--- src/rtl/page_frame_bitmap_allocator_macros.svh ---
// Assertion helpers shared by the allocator RTL.
// In synthesis builds the macros expand to nothing.
`ifndef PAGE_FRAME_BITMAP_ALLOCATOR_MACROS_SVH
`define PAGE_FRAME_BITMAP_ALLOCATOR_MACROS_SVH

`ifndef SYNTHESIS

// The consequent must hold in the same cycle as the antecedent.
`define PFBA_ASSERT_IMPLIES(lbl, clk, rst_n, ante, cons) \
    lbl: assert property (@(posedge clk) disable iff (!(rst_n)) (ante) |-> (cons)) \
        else $error("pfba assertion failed: same-cycle implication");

// The consequent must hold in the cycle after the antecedent.
`define PFBA_ASSERT_NEXT(lbl, clk, rst_n, ante, cons) \
    lbl: assert property (@(posedge clk) disable iff (!(rst_n)) (ante) |=> (cons)) \
        else $error("pfba assertion failed: next-cycle implication");

`else

`define PFBA_ASSERT_IMPLIES(lbl, clk, rst_n, ante, cons)
`define PFBA_ASSERT_NEXT(lbl, clk, rst_n, ante, cons)

`endif

`endif

--- src/rtl/pfba_pkg.sv ---
package pfba_pkg;

    // Default sizing of the frame pool.
    localparam int PFBA_MAX_FRAMES = 4096;
    localparam int PFBA_PAGE_BYTES = 4096;

    // Bitmap word geometry.
    localparam int WORD_W     = 32;
    localparam int WORD_SHIFT = 5;

    // Request and response field widths.
    localparam int IN_W       = 32;
    localparam int ADDR_OUT_W = 24;
    localparam int CNT_OUT_W  = 13;

    // Command argument: wide enough for a frame count at the largest pool size.
    localparam int ARG_W = 17;

    // Low memory reservations applied by init.
    localparam logic [IN_W-1:0] LOW_RESERVE_BYTES    = 32'h0010_0000;
    localparam logic [IN_W-1:0] KERNEL_RESERVE_BYTES = 32'h0020_0000;

    typedef enum logic [1:0] {
        OP_INIT  = 2'd0,
        OP_ALLOC = 2'd1,
        OP_FREE  = 2'd2,
        OP_NOP   = 2'd3
    } t_opcode;

    // Classified command handed from the front end to the back end.
    // For init the argument is the capped frame count, for free the frame index.
    typedef struct packed {
        t_opcode          op;
        logic [ARG_W-1:0] arg;
    } t_cmd;

endpackage

--- src/rtl/pfba_if.sv ---
// Request channel: one operation per request.
interface pfba_req_if;
    import pfba_pkg::*;

    logic            valid;
    logic            ready;
    logic [1:0]      opcode;
    logic [IN_W-1:0] mem_bytes;
    logic [IN_W-1:0] free_address;

    modport source (output valid, output opcode, output mem_bytes, output free_address,
                    input ready);
    modport sink   (input valid, input opcode, input mem_bytes, input free_address,
                    output ready);
endinterface

// Response channel: one response per request.
interface pfba_rsp_if;
    import pfba_pkg::*;

    logic                  valid;
    logic                  ready;
    logic [ADDR_OUT_W-1:0] alloc_address;
    logic                  alloc_ok;
    logic [CNT_OUT_W-1:0]  free_count;
    logic [CNT_OUT_W-1:0]  usable_count;

    modport source (output valid, output alloc_address, output alloc_ok,
                    output free_count, output usable_count, input ready);
    modport sink   (input valid, input alloc_address, input alloc_ok,
                    input free_count, input usable_count, output ready);
endinterface

--- src/rtl/pfba_ram.sv ---
module pfba_ram #(
    parameter int WIDTH = 32,
    parameter int DEPTH = 128
) (
    input  logic                     i_clk,
    input  logic                     i_we,
    input  logic [$clog2(DEPTH)-1:0] i_waddr,
    input  logic [WIDTH-1:0]         i_wdata,
    input  logic [$clog2(DEPTH)-1:0] i_raddr,
    output logic [WIDTH-1:0]         o_rdata
);
    logic [WIDTH-1:0] r_mem [DEPTH];
    logic [WIDTH-1:0] r_rdata;

    // One write port and one registered read port.
    always_ff @(posedge i_clk) begin
        if (i_we) begin
            r_mem[i_waddr] <= i_wdata;
        end
        r_rdata <= r_mem[i_raddr];
    end

    assign o_rdata = r_rdata;
endmodule

--- src/rtl/pfba_front.sv ---
module pfba_front #(
    parameter int MAX_FRAMES = pfba_pkg::PFBA_MAX_FRAMES,
    parameter int PAGE_BYTES = pfba_pkg::PFBA_PAGE_BYTES
) (
    input  logic            i_clk,
    input  logic            i_rst_n,
    pfba_req_if.sink        i_req,
    output logic            o_cmd_valid,
    input  logic            i_cmd_ready,
    output pfba_pkg::t_cmd  o_cmd
);
    import pfba_pkg::*;

    localparam int PSHIFT = $clog2(PAGE_BYTES);
    localparam int QDEPTH = 2;
    localparam int PTR_W  = $clog2(QDEPTH);
    localparam int QCNT_W = $clog2(QDEPTH + 1);

    logic [IN_W-1:0]   mem_frames;
    logic [IN_W-1:0]   free_frame;
    t_opcode           req_op;
    t_cmd              cls;
    logic              push;
    logic              pop;

    t_cmd              r_q [QDEPTH];
    logic [PTR_W-1:0]  r_wp;
    logic [PTR_W-1:0]  r_rp;
    logic [QCNT_W-1:0] r_cnt;

    // Classify the request: cap the init frame count, and turn a free beyond
    // the bitmap into a no-op since it can never hit a used frame.
    always_comb begin
        mem_frames = i_req.mem_bytes >> PSHIFT;
        free_frame = i_req.free_address >> PSHIFT;
        req_op     = t_opcode'(i_req.opcode);
        cls.op     = req_op;
        cls.arg    = '0;
        unique case (req_op)
            OP_INIT: begin
                if (mem_frames > IN_W'(MAX_FRAMES)) begin
                    cls.arg = ARG_W'(MAX_FRAMES);
                end else begin
                    cls.arg = ARG_W'(mem_frames);
                end
            end
            OP_FREE: begin
                if (free_frame >= IN_W'(MAX_FRAMES)) begin
                    cls.op = OP_NOP;
                end else begin
                    cls.arg = ARG_W'(free_frame);
                end
            end
            OP_ALLOC: begin
                cls.arg = '0;
            end
            OP_NOP: begin
                cls.arg = '0;
            end
            default: begin
                cls.arg = '0;
            end
        endcase
    end

    // Short command queue that decouples request intake from execution.
    assign i_req.ready = (r_cnt != QCNT_W'(QDEPTH));
    assign push        = i_req.valid && i_req.ready;
    assign o_cmd_valid = (r_cnt != '0);
    assign pop         = o_cmd_valid && i_cmd_ready;
    assign o_cmd       = r_q[r_rp];

    always_ff @(posedge i_clk) begin
        if (push) begin
            r_q[r_wp] <= cls;
        end
    end

    always_ff @(posedge i_clk) begin
        if (!i_rst_n) begin
            r_wp  <= '0;
            r_rp  <= '0;
            r_cnt <= '0;
        end else begin
            if (push) begin
                r_wp <= r_wp + 1'b1;
            end
            if (pop) begin
                r_rp <= r_rp + 1'b1;
            end
            if (push && !pop) begin
                r_cnt <= r_cnt + 1'b1;
            end else if (pop && !push) begin
                r_cnt <= r_cnt - 1'b1;
            end
        end
    end
endmodule

--- src/rtl/pfba_back.sv ---
module pfba_back #(
    parameter int MAX_FRAMES = pfba_pkg::PFBA_MAX_FRAMES,
    parameter int PAGE_BYTES = pfba_pkg::PFBA_PAGE_BYTES
) (
    input  logic           i_clk,
    input  logic           i_rst_n,
    input  logic           i_cmd_valid,
    output logic           o_cmd_ready,
    input  pfba_pkg::t_cmd i_cmd,
    pfba_rsp_if.source     o_rsp
);
    import pfba_pkg::*;

    localparam int PSHIFT  = $clog2(PAGE_BYTES);
    localparam int CNT_W   = $clog2(MAX_FRAMES + 1);
    localparam int WORDS   = (MAX_FRAMES + WORD_W - 1) / WORD_W;
    localparam int WADDR_W = $clog2(WORDS);
    localparam int IDX_W   = WADDR_W + WORD_SHIFT;
    localparam int CMP_W   = IDX_W + 1;
    localparam int KRES    = int'(KERNEL_RESERVE_BYTES) / PAGE_BYTES;
    localparam int LRES    = int'(LOW_RESERVE_BYTES) / PAGE_BYTES;
    localparam int KRES_C  = (KRES > MAX_FRAMES) ? MAX_FRAMES : KRES;
    localparam int LRES_C  = (LRES > MAX_FRAMES) ? MAX_FRAMES : LRES;
    localparam logic [WORD_W-1:0] FULL_WORD = '1;

    typedef enum logic [4:0] {
        S_IDLE = 5'b00001,
        S_INIT = 5'b00010,
        S_SCAN = 5'b00100,
        S_FREE = 5'b01000,
        S_RESP = 5'b10000
    } t_state;

    t_state                 r_state, n_state;
    logic [CNT_W-1:0]       r_usable, n_usable;
    logic [CNT_W-1:0]       r_used, n_used;
    logic [CNT_W-1:0]       r_reserve, n_reserve;
    logic [WADDR_W-1:0]     r_widx, n_widx;
    logic [WADDR_W-1:0]     r_chk, n_chk;
    logic [WADDR_W:0]       r_nwords, n_nwords;
    logic [WORD_SHIFT-1:0]  r_bit, n_bit;
    logic                   r_ok, n_ok;
    logic [ADDR_OUT_W-1:0]  r_addr, n_addr;
    logic                   r_ovalid, n_ovalid;
    logic [ADDR_OUT_W-1:0]  r_o_addr, n_o_addr;
    logic                   r_o_ok, n_o_ok;
    logic [CNT_OUT_W-1:0]   r_o_free, n_o_free;
    logic [CNT_OUT_W-1:0]   r_o_usable, n_o_usable;

    logic                   ram_we;
    logic [WADDR_W-1:0]     ram_waddr;
    logic [WORD_W-1:0]      ram_wdata;
    logic [WADDR_W-1:0]     ram_raddr;
    logic [WORD_W-1:0]      ram_rdata;

    logic [CNT_W-1:0]       cmd_n;
    logic [IDX_W-1:0]       cmd_fidx;
    logic [CNT_W-1:0]       rsv;
    logic [WADDR_W:0]       usable_words;
    logic [WORD_W-1:0]      init_word;
    logic [WORD_SHIFT-1:0]  hit_bit;
    logic [ADDR_OUT_W+IDX_W+PSHIFT-1:0] hit_wide;
    logic [CNT_W-1:0]       free_cnt;
    logic [CNT_W+CNT_OUT_W-1:0] free_wide;
    logic [CNT_W+CNT_OUT_W-1:0] usable_wide;
    logic                   scan_last;
    logic                   rsp_take;

    // Bitmap storage, one bit per frame, set when the frame is in use.
    pfba_ram #(
        .WIDTH (WORD_W),
        .DEPTH (WORDS)
    ) u_bitmap (
        .i_clk   (i_clk),
        .i_we    (ram_we),
        .i_waddr (ram_waddr),
        .i_wdata (ram_wdata),
        .i_raddr (ram_raddr),
        .o_rdata (ram_rdata)
    );

    // Command decoding: init frame count, its reservation and the free index.
    assign cmd_n        = CNT_W'(i_cmd.arg);
    assign cmd_fidx     = IDX_W'(i_cmd.arg);
    assign rsv          = (IN_W'(KRES) > IN_W'(cmd_n)) ? CNT_W'(LRES_C) : CNT_W'(KRES_C);
    assign usable_words = (WADDR_W + 1)'(r_usable >> WORD_SHIFT);

    // Word written during the init sweep: ones below the reserved count.
    always_comb begin
        for (int j = 0; j < WORD_W; j++) begin
            init_word[j] = CMP_W'({r_widx, WORD_SHIFT'(j)}) < CMP_W'(r_reserve);
        end
    end

    // Lowest clear bit of the word under inspection.
    always_comb begin
        hit_bit = '0;
        for (int j = WORD_W - 1; j >= 0; j--) begin
            if (!ram_rdata[j]) begin
                hit_bit = WORD_SHIFT'(j);
            end
        end
    end

    assign hit_wide  = {{ADDR_OUT_W{1'b0}}, r_chk, hit_bit, {PSHIFT{1'b0}}};
    assign scan_last = (({1'b0, r_chk} + 1'b1) == r_nwords);

    // Response counts, with the free count held at zero instead of wrapping.
    assign free_cnt    = (r_usable > r_used) ? (r_usable - r_used) : '0;
    assign free_wide   = {{CNT_OUT_W{1'b0}}, free_cnt};
    assign usable_wide = {{CNT_OUT_W{1'b0}}, r_usable};

    assign rsp_take    = !r_ovalid || o_rsp.ready;
    assign o_cmd_ready = (r_state == S_IDLE);

    // Execution sequencer.
    always_comb begin
        n_state    = r_state;
        n_usable   = r_usable;
        n_used     = r_used;
        n_reserve  = r_reserve;
        n_widx     = r_widx;
        n_chk      = r_chk;
        n_nwords   = r_nwords;
        n_bit      = r_bit;
        n_ok       = r_ok;
        n_addr     = r_addr;
        n_ovalid   = r_ovalid;
        n_o_addr   = r_o_addr;
        n_o_ok     = r_o_ok;
        n_o_free   = r_o_free;
        n_o_usable = r_o_usable;
        ram_we     = 1'b0;
        ram_waddr  = '0;
        ram_wdata  = '0;
        ram_raddr  = '0;

        if (r_ovalid && o_rsp.ready) begin
            n_ovalid = 1'b0;
        end

        unique case (r_state)
            S_IDLE: begin
                if (i_cmd_valid) begin
                    n_ok   = 1'b0;
                    n_addr = '0;
                    unique case (i_cmd.op)
                        OP_INIT: begin
                            n_usable  = cmd_n;
                            n_used    = rsv;
                            n_reserve = rsv;
                            n_widx    = '0;
                            n_state   = S_INIT;
                        end
                        OP_ALLOC: begin
                            n_nwords  = usable_words;
                            n_chk     = '0;
                            ram_raddr = '0;
                            n_state   = (usable_words == '0) ? S_RESP : S_SCAN;
                        end
                        OP_FREE: begin
                            n_chk     = cmd_fidx[IDX_W-1:WORD_SHIFT];
                            n_bit     = cmd_fidx[WORD_SHIFT-1:0];
                            ram_raddr = cmd_fidx[IDX_W-1:WORD_SHIFT];
                            if (CMP_W'(cmd_fidx) < CMP_W'(r_usable)) begin
                                n_state = S_FREE;
                            end else begin
                                n_state = S_RESP;
                            end
                        end
                        OP_NOP: begin
                            n_state = S_RESP;
                        end
                        default: begin
                            n_state = S_RESP;
                        end
                    endcase
                end
            end
            S_INIT: begin
                // Rewrite every bitmap word, one per cycle.
                ram_we    = 1'b1;
                ram_waddr = r_widx;
                ram_wdata = init_word;
                n_widx    = r_widx + 1'b1;
                if (r_widx == WADDR_W'(WORDS - 1)) begin
                    n_state = S_RESP;
                end
            end
            S_SCAN: begin
                // The read of the next word is issued while this one is checked.
                if (ram_rdata != FULL_WORD) begin
                    ram_we    = 1'b1;
                    ram_waddr = r_chk;
                    ram_wdata = ram_rdata | (WORD_W'(1) << hit_bit);
                    n_used    = r_used + 1'b1;
                    n_ok      = 1'b1;
                    n_addr    = hit_wide[ADDR_OUT_W-1:0];
                    n_state   = S_RESP;
                end else if (scan_last) begin
                    n_state = S_RESP;
                end else begin
                    n_chk     = r_chk + 1'b1;
                    ram_raddr = r_chk + 1'b1;
                end
            end
            S_FREE: begin
                if (ram_rdata[r_bit]) begin
                    ram_we    = 1'b1;
                    ram_waddr = r_chk;
                    ram_wdata = ram_rdata & ~(WORD_W'(1) << r_bit);
                    if (r_used != '0) begin
                        n_used = r_used - 1'b1;
                    end
                end
                n_state = S_RESP;
            end
            S_RESP: begin
                if (rsp_take) begin
                    n_ovalid   = 1'b1;
                    n_o_addr   = r_addr;
                    n_o_ok     = r_ok;
                    n_o_free   = free_wide[CNT_OUT_W-1:0];
                    n_o_usable = usable_wide[CNT_OUT_W-1:0];
                    n_state    = S_IDLE;
                end
            end
            default: begin
                n_state = S_IDLE;
            end
        endcase
    end

    // Control and pool state.
    always_ff @(posedge i_clk) begin
        if (!i_rst_n) begin
            r_state  <= S_IDLE;
            r_usable <= '0;
            r_used   <= '0;
            r_ovalid <= 1'b0;
        end else begin
            r_state  <= n_state;
            r_usable <= n_usable;
            r_used   <= n_used;
            r_ovalid <= n_ovalid;
        end
    end

    // Working and response payload.
    always_ff @(posedge i_clk) begin
        r_reserve  <= n_reserve;
        r_widx     <= n_widx;
        r_chk      <= n_chk;
        r_nwords   <= n_nwords;
        r_bit      <= n_bit;
        r_ok       <= n_ok;
        r_addr     <= n_addr;
        r_o_addr   <= n_o_addr;
        r_o_ok     <= n_o_ok;
        r_o_free   <= n_o_free;
        r_o_usable <= n_o_usable;
    end

    assign o_rsp.valid         = r_ovalid;
    assign o_rsp.alloc_address = r_o_addr;
    assign o_rsp.alloc_ok      = r_o_ok;
    assign o_rsp.free_count    = r_o_free;
    assign o_rsp.usable_count  = r_o_usable;
endmodule

--- src/rtl/page_frame_bitmap_allocator.sv ---
// First-fit page frame allocator with one bitmap bit per frame, kept in a
// (MAX_FRAMES/32)-word RAM. Every request returns exactly one response that
// carries the free and usable frame counts. Requests enter a two-entry command
// queue, so intake continues while a request executes or a response waits.
// The bitmap RAM, with one write port and one registered read port, handles
// one word per cycle: init rewrites every bitmap word, allocate inspects words
// in order until it finds a clear bit or passes the last usable word, and free
// reads the frame's word and clears its bit unless the frame lies outside the
// pool. Allocate searches only whole 32-frame words below the usable count.
// The bitmap is not cleared after reset: nothing reads it before the first
// init, which rewrites every word. PAGE_BYTES must be a power of two.
`include "page_frame_bitmap_allocator_macros.svh"

module page_frame_bitmap_allocator #(
    parameter int MAX_FRAMES = pfba_pkg::PFBA_MAX_FRAMES,
    parameter int PAGE_BYTES = pfba_pkg::PFBA_PAGE_BYTES
) (
    input  logic       i_clk,
    input  logic       i_rst_n,
    pfba_req_if.sink   i_req,
    pfba_rsp_if.source o_rsp
);
    import pfba_pkg::*;

    logic cmd_valid;
    logic cmd_ready;
    t_cmd cmd;

    // Request intake, classification and command queue.
    pfba_front #(
        .MAX_FRAMES (MAX_FRAMES),
        .PAGE_BYTES (PAGE_BYTES)
    ) u_front (
        .i_clk       (i_clk),
        .i_rst_n     (i_rst_n),
        .i_req       (i_req),
        .o_cmd_valid (cmd_valid),
        .i_cmd_ready (cmd_ready),
        .o_cmd       (cmd)
    );

    // Bitmap sequencer and response register.
    pfba_back #(
        .MAX_FRAMES (MAX_FRAMES),
        .PAGE_BYTES (PAGE_BYTES)
    ) u_back (
        .i_clk       (i_clk),
        .i_rst_n     (i_rst_n),
        .i_cmd_valid (cmd_valid),
        .o_cmd_ready (cmd_ready),
        .i_cmd       (cmd),
        .o_rsp       (o_rsp)
    );

    // A command taken by the back end leaves it busy in the next cycle.
    `PFBA_ASSERT_NEXT(a_cmd_pop_busy, i_clk, i_rst_n, cmd_valid && cmd_ready, !cmd_ready)
    // A response without a granted frame carries address zero.
    `PFBA_ASSERT_IMPLIES(a_fail_addr_zero, i_clk, i_rst_n, o_rsp.valid && !o_rsp.alloc_ok, o_rsp.alloc_address == '0)
endmodule
--- src/flat_wrapper.sv ---
// flat-port wrapper written by rule: the top's interface ports become plain ports
module page_frame_bitmap_allocator_flat import pfba_pkg::*;
#(
    parameter int MAX_FRAMES = pfba_pkg::PFBA_MAX_FRAMES,
    parameter int PAGE_BYTES = pfba_pkg::PFBA_PAGE_BYTES
)
  (i_clk, i_rst_n, i_req_valid, i_req_opcode, i_req_mem_bytes, i_req_free_address, i_req_ready, o_rsp_valid, o_rsp_alloc_address, o_rsp_alloc_ok, o_rsp_free_count, o_rsp_usable_count, o_rsp_ready);
  pfba_req_if i_req_i ();
  pfba_rsp_if o_rsp_i ();
  input  logic i_clk;
  input  logic i_rst_n;
  input wire logic [$bits(i_req_i.valid)-1:0] i_req_valid;
  input wire logic [$bits(i_req_i.opcode)-1:0] i_req_opcode;
  input wire logic [$bits(i_req_i.mem_bytes)-1:0] i_req_mem_bytes;
  input wire logic [$bits(i_req_i.free_address)-1:0] i_req_free_address;
  output wire logic [$bits(i_req_i.ready)-1:0] i_req_ready;
  output wire logic [$bits(o_rsp_i.valid)-1:0] o_rsp_valid;
  output wire logic [$bits(o_rsp_i.alloc_address)-1:0] o_rsp_alloc_address;
  output wire logic [$bits(o_rsp_i.alloc_ok)-1:0] o_rsp_alloc_ok;
  output wire logic [$bits(o_rsp_i.free_count)-1:0] o_rsp_free_count;
  output wire logic [$bits(o_rsp_i.usable_count)-1:0] o_rsp_usable_count;
  input wire logic [$bits(o_rsp_i.ready)-1:0] o_rsp_ready;
  assign i_req_i.valid = i_req_valid;
  assign i_req_i.opcode = i_req_opcode;
  assign i_req_i.mem_bytes = i_req_mem_bytes;
  assign i_req_i.free_address = i_req_free_address;
  assign i_req_ready = i_req_i.ready;
  assign o_rsp_valid = o_rsp_i.valid;
  assign o_rsp_alloc_address = o_rsp_i.alloc_address;
  assign o_rsp_alloc_ok = o_rsp_i.alloc_ok;
  assign o_rsp_free_count = o_rsp_i.free_count;
  assign o_rsp_usable_count = o_rsp_i.usable_count;
  assign o_rsp_i.ready = o_rsp_ready;
  page_frame_bitmap_allocator #(.MAX_FRAMES(MAX_FRAMES), .PAGE_BYTES(PAGE_BYTES)) u_core (.i_clk(i_clk), .i_rst_n(i_rst_n), .i_req(i_req_i), .o_rsp(o_rsp_i));
endmodule
--- config.mk ---
export PLATFORM = sky130hd
export DESIGN_NAME = page_frame_bitmap_allocator_flat
export DESIGN_NICKNAME = d
export VERILOG_FILES = /design/src/rtl/pfba_pkg.sv /design/src/rtl/pfba_if.sv /design/src/rtl/pfba_ram.sv /design/src/rtl/pfba_front.sv /design/src/rtl/pfba_back.sv /design/src/rtl/page_frame_bitmap_allocator.sv /design/src/flat_wrapper.sv
export VERILOG_INCLUDE_DIRS = /design/src /design/src/rtl
export SDC_FILE = /design/constraint.sdc
export NUM_CORES = 2
export LEC_CHECK = 0
export ABC_AREA = 1
export BUFFER_PORTS_ARGS = -buffer_cell sky130_fd_sc_hd__clkbuf_2
export CORE_ASPECT_RATIO = 0.5
export CORE_MARGIN = 5
export CORE_UTILIZATION = 45
export CTS_CLUSTER_SIZE = 12
export DETAILED_ROUTE_END_ITERATION = 12
export HOLD_SLACK_MARGIN = 0.15
export MAX_ROUTING_LAYER = met4
export PLACE_DENSITY_LB_ADDON = 0.3
export REMOVE_ABC_BUFFERS = 1
export SLEW_MARGIN = 20
export SYNTH_ARGS = -nofsm -noshare
export SYNTH_HDL_FRONTEND = slang
export SYNTH_HIERARCHICAL = 1
export SYNTH_MEMORY_MAX_BITS = 65536
export SYNTH_SLANG_ARGS = --single-unit
--- constraint.sdc ---
create_clock -name i_clk -period 7.23 [get_ports i_clk]
set_input_delay 0.723 -clock i_clk [delete_from_list [all_inputs] [get_ports i_clk]]
set_output_delay 0.723 -clock i_clk [all_outputs]
set_load 0.02 [all_outputs]
# Word level (Yosys, flattened, before mapping)
# Memory sizes are Yosys's and may differ from the RTL's. A register that Yosys moved wholly into a read port is not among the register bits.
# Index checks and enable logic that the tools add are counted.
[totals]
register_bits = 152
ram_bits = 4134
output_inout_bits = 53
mem_count = 2
[memory_table]
columns = ["name", "words", "width", "rd", "rd_ports_with_merged_regs", "wr", "line", "text"]
rows = [
  ["u_core.u_back.u_bitmap.r_mem", 128, 32, 1, 1, 1, "pfba_ram.sv:12", "logic [WIDTH-1:0] r_mem [DEPTH];"],
  ["u_core.u_front.r_q", 2, 19, 1, 1, 1, "pfba_front.sv:26", "t_cmd r_q [QDEPTH];"],
]
[op_classes]
add_sub_neg = 10
n_lt_le_gt_ge = 38
n_eq_ne = 26
n_shift = 2
mux = 94
bitwise = 3
n_reduce_logical = 28
[op_table]
columns = ["cell", "count"]
rows = [
  ["$lt A12 B13 Y1", 33],
  ["$mux W5", 39],
  ["$pmux W32 S3", 1],
  ["$mux W7", 11],
  ["$mux W13", 5],
  ["$mux W32", 2],
  ["$shl A1 B5 Y32 const A", 2],
  ["$pmux W7 S2", 4],
  ["$pmux W17 S3", 1],
  ["$mux W24", 2],
  ["$pmux W24 S2", 1],
  ["$pmux W13 S3", 1],
  ["$mux W17", 2],
  ["$and A32 B32 Y32", 1],
  ["$ne A32 B32 Y1 const B", 1],
  ["$not A32 Y32", 1],
  ["$or A32 B32 Y32", 1],
  ["$pmux W5 S5", 1],
  ["$pmux W7 S3", 1],
  ["$ge A20 B13 Y1 const B", 1],
  ["$gt A20 B13 Y1 const B", 1],
  ["$ne A2 B2 Y1 const B", 10],
  ["$pmux W5 S4", 1],
  ["$reduce_and A3 Y1", 5],
  ["40 further kinds", 73],
]

# Longest topological paths before layout
[depth]
ltp_word = 36
ltp_mapped = 37

# Cells and area by module
# Netlist, hierarchy kept.
[modules_own_cells]
columns = ["mod", "n_inst", "cells_per_inst", "area_each_um2", "seq_area_each_um2"]
rows = [
  ["pfba_ram", 1, 13389, 164634.1, 123638.6],
  ["pfba_back", 1, 982, 7554.7, 3072.9],
  ["pfba_front", 1, 165, 1969.4, 1241.2],
]

# Worst setup path before layout
# OpenSTA, ideal clock, no wires.
[synth_timing]
path_kind = "register to register"
from = "reg u_core.u_back.r_state[1]"
to = "mem u_core.u_back.u_bitmap.r_mem[0][2] (data pin)"
arrival_ns = 5.497
setup_slack_ns = 0.861
path_stages_with_launch = 7
n_path_buf = 1
period_less_slack_ns = 6.369
cell_sequence = "dfxtp_1 -> nor2_1 -> nand2_1 -> nor3_1 -> nand2_2 -> clkbuf_1 -> o211ai_1"
[synth_between]
elab_chain_cells = 2
[synth_rtl]
columns = ["item", "line", "text"]
rows = [
  ["start, declared", "pfba_back.sv:34", "t_state r_state, n_state;"],
  ["start signal, assigned", "pfba_back.sv:242", "r_state <= n_state;"],
  ["$eq A5 B4 Y1, or another cell as far along", "pfba_back.sv:142", "unique case (r_state)"],
  ["$pmux W32 S3 (*)", "pfba_back.sv:142", ""],
  ["named net u_core.u_back.ram_wdata[2]", "pfba_back.sv:52", "logic [WORD_W-1:0] ram_wdata;"],
  ["end, declared", "pfba_ram.sv:12", ""],
]
# The timed path passes the listed nets; every way through them passes the cells marked *.

# Worst setup path in the final report
[layout_timing]
from = "reg u_core.u_back.r_bit[1]"
to = "mem u_core.u_back.u_bitmap.r_mem[118][14] (enable)"
[layout_lines]
columns = ["item", "line", "text"]
rows = [
  ["start, declared", "pfba_back.sv:41", "logic [WORD_SHIFT-1:0] r_bit, n_bit;"],
  ["start signal, assigned", "pfba_back.sv:255", "r_bit <= n_bit;"],
  ["$bmux W1 S5", "pfba_back.sv:208", "if (ram_rdata[r_bit]) begin"],
  ["$mux W1 (implied by the code)", "pfba_back.sv:208", ""],
  ["$mux W7", "pfba_back.sv:208", ""],
  ["$pmux W7 S3", "pfba_back.sv:142", ""],
  ["named net u_core.u_back.ram_waddr[1]", "pfba_back.sv:51", "logic [WADDR_W-1:0] ram_waddr;"],
]
# The timed path passes the listed nets, and every way through them passes these cells. The select of a mux whose other input is x is not followed.

==> metrics.md <==
| Metric | Value |
|---|---|
| Status | finished, final reports clean |
| Final wirelength | approximately 500000 µm |
| Initial core utilization | between 40% and 50% |
| Slew HR | between 15 and 20% |
| Final ANT Viol Nets | 0 |
| I/O pins | between 100 and 150 |
| Share of post-route cells with drive strength above 1 | between 7 and 8% |
| Nets | roughly 15000 |
| Clk root buf | clkbuf_16 |
| Vias in the first global route | ~110k |
| Startpoint types | flop |
| Worst-Skew Late Latency | about 0.96 ns |
| Pwr per Cell Area | just under 300 nW/µm² |
| CTS hold repair buffers | 28 |
| Vias per inst | between 5 and 6 |
| 1st-pass router iterations | 6 |
| Crit end category | flop |
| Fin crit period | about 6.2 ns |
| Worst-margin pin slew | between 1 and 1.5 ns |
| # port buffers | 86 |
| Dpl hpwl | between 200000 and 300000 µm |
| Yosys warning total | 6 |
| CTS clock-pin slew for the worst setup and hold paths | roughly 0.060 ns |
| Die area | 400000 µm² |
| VDD IR max | between 0.2 and 0.25 mV |
| CP arrival | ~6.9 ns |
| Die X | 889 µm |
| WHS | between 0.2 and 0.3 ns |
| PostCTS Resize Cnt | 0 |
| Synth Cell Area | between 150000 and 200000 µm² |
| Final Slew Violations | 0 |
| Crit Path Max Fanout | 26 |
| Area growth syn-to-layout | 10.7% |
| TritonCTS Buffers | ~410 |
| Worst Setup SP | u_core/u_back/r_bit[1] |
| Placeable Area | 385000 µm² |
| Clock H-tree levels | 5 |
| Vias | about 120k |
| Critical path class | flop to flop |
| Req. time, crit path | roughly 8 ns |
| Setup Skew | around 0.06 ns |
| Setup-failing EPs final | 0 |
| Avg Inst Size Synth | roughly 12 µm² |
| Cells after Synth | 14500 |
| Unrepaired setup endpoints after global routing | false |
| Reg-to-Reg Start | u_core/u_back/r_bit[1] |
| Fin crit share | a little under nine tenths |
| Gr usage total | between 20% and 30% |
| Post-CTS Setup Bufs | 0 |
| R2r setup slk | 0.99 ns |
| DR WL/cell | roughly 26 µm |
| Max Cap Violations | 0 |
| Hold path start | i_rst_n |
| Max Root-Sink Buffers | 4 |
| Total gr overflow | 0 |
| P_leak | around 66 nW |
| FP Rows | around 160 |
| First-pass GRT wire length | about 740000 µm |
| GPL Wtd Cong | approximately 0.96 |
| Initial antenna violation count | 18 |
| Final core utilization | around 50% |
| Fin. Hold Viols | 0 |
| Maximum number of pins on one net before global-route repair | approximately 190 |
| Die Span Y | 450 µm |
| TritonCTS clock tree | yes |
| Initial DRC count | 16400 |
| DRC | 0 |
| Fmax | approximately 160 MHz |
| Worst min path class | input pin to flop |
| CTS Sinks | approximately 4300 |
area by class of cell:
class	count	area, µm²
well taps	5134	6420
multi-input cells	9142	42000
repair buffers	486	4440
clock inverters	44	504
inverters	162	661
diodes	7	17.5
fillers	32800	192000
flip-flops and latches	4276	128000
clock buffers	489	10700
worst paths after layout:
kind	to	cells past startpoint
min reg2reg	u_core/u_back/o_rsp.alloc_address[18]	0
max	u_core/u_back/u_bitmap/r_mem[118][14]	15
max reg2reg	u_core/u_back/u_bitmap/r_mem[118][14]	15
min	u_core/u_back/r_state[0]	2
routing by layer:
| layer | GRT usage [%] | share of wire [%] | wire length [µm] |
|---|---|---|---|
| met5 | - | 0 | 0 |
| met4 | 8.92 | 4.0 | 20200 |
| met3 | 5.98 | 12 | 59100 |
| met2 | 37.1 | 44 | 226000 |
| met1 | 35.2 | 40 | 203000 |
per-stage QoR:
stage / setup TNS (ns) / worst slack (ns) / cells / power (mW) / cell area (µm²)
detailed placement: 0 / 1.20 / 19200 / 37.2 / 181000
floorplan: -9051.52 / -282.88 / 13600 / 36.9 / 169000
CTS: 0 / 1.15 / 19700 / 56.2 / 192000
global placement: 0 / 1.18 / 19200 / 37.1 / 181000
finish: 0 / 0.988 / 19700 / 56.1 / 192000
global route: 0 / 0.843 / 19700 / 58.1 / 192000
worst max-delay path: stages (launching register included):
cell      delay (ns)
edfxtp_1        0.44
nor2_1          0.70
a221oi_1        0.22
a21oi_1         0.17
a32o_1          0.15
nand2_1         0.05
nand2_1         0.08
nand2_2         0.31
nand2_1         0.18
inv_1           0.12
o21ai_0         0.78
inv_1           0.21
nor3_1          0.32
nand2_2         0.74
nor2_4          1.04
buf_4           0.36
power by group:
group	leakage (nW)	total (mW)	internal, mW	switching, mW
logic	23.6	8.64	2.07	6.57
clock network	5.43	19.2	10.3	8.88
registers	37.0	28.3	28.0	0.322
total	66.1	56.1	40.3	15.8
placed cells by master (no fill, tap or decap), drive strengths merged, types with 4 or more instances in the layout:
master          n
clkinv         40
o21ai          96
o211ai         10
nand2        4365
nand4          31
nor3           23
inv           165
o21bai         13
or2             6
a22oi           5
buf           372
xnor2           4
a221oi          5
mux2           15
conb           12
nor2          282
dfxtp          69
nand3        4093
ha             39
edfxtp       4207
a21oi          70
diode           7
clkbuf        575
a31oi          21
nor3b           4
dlygate4sd3    28
xor2           15
nor4            6
o22ai          11
sequential cells by signal (all words and copies together) (netlist names), 12 cells and up, named ones only:
register	flops
u_core/u_back/o_rsp.alloc_address	12
u_core/u_back/o_rsp.free_count	13
u_core/u_back/o_rsp.usable_count	13
u_core/u_back/r_addr	12
u_core/u_back/r_usable	13
u_core/u_back/r_used	13
u_core/u_back/u_bitmap/o_rdata	32
u_core/u_back/u_bitmap/r_mem	4096
u_core/u_front/r_q	30
(Power assumes the default switching activity.)
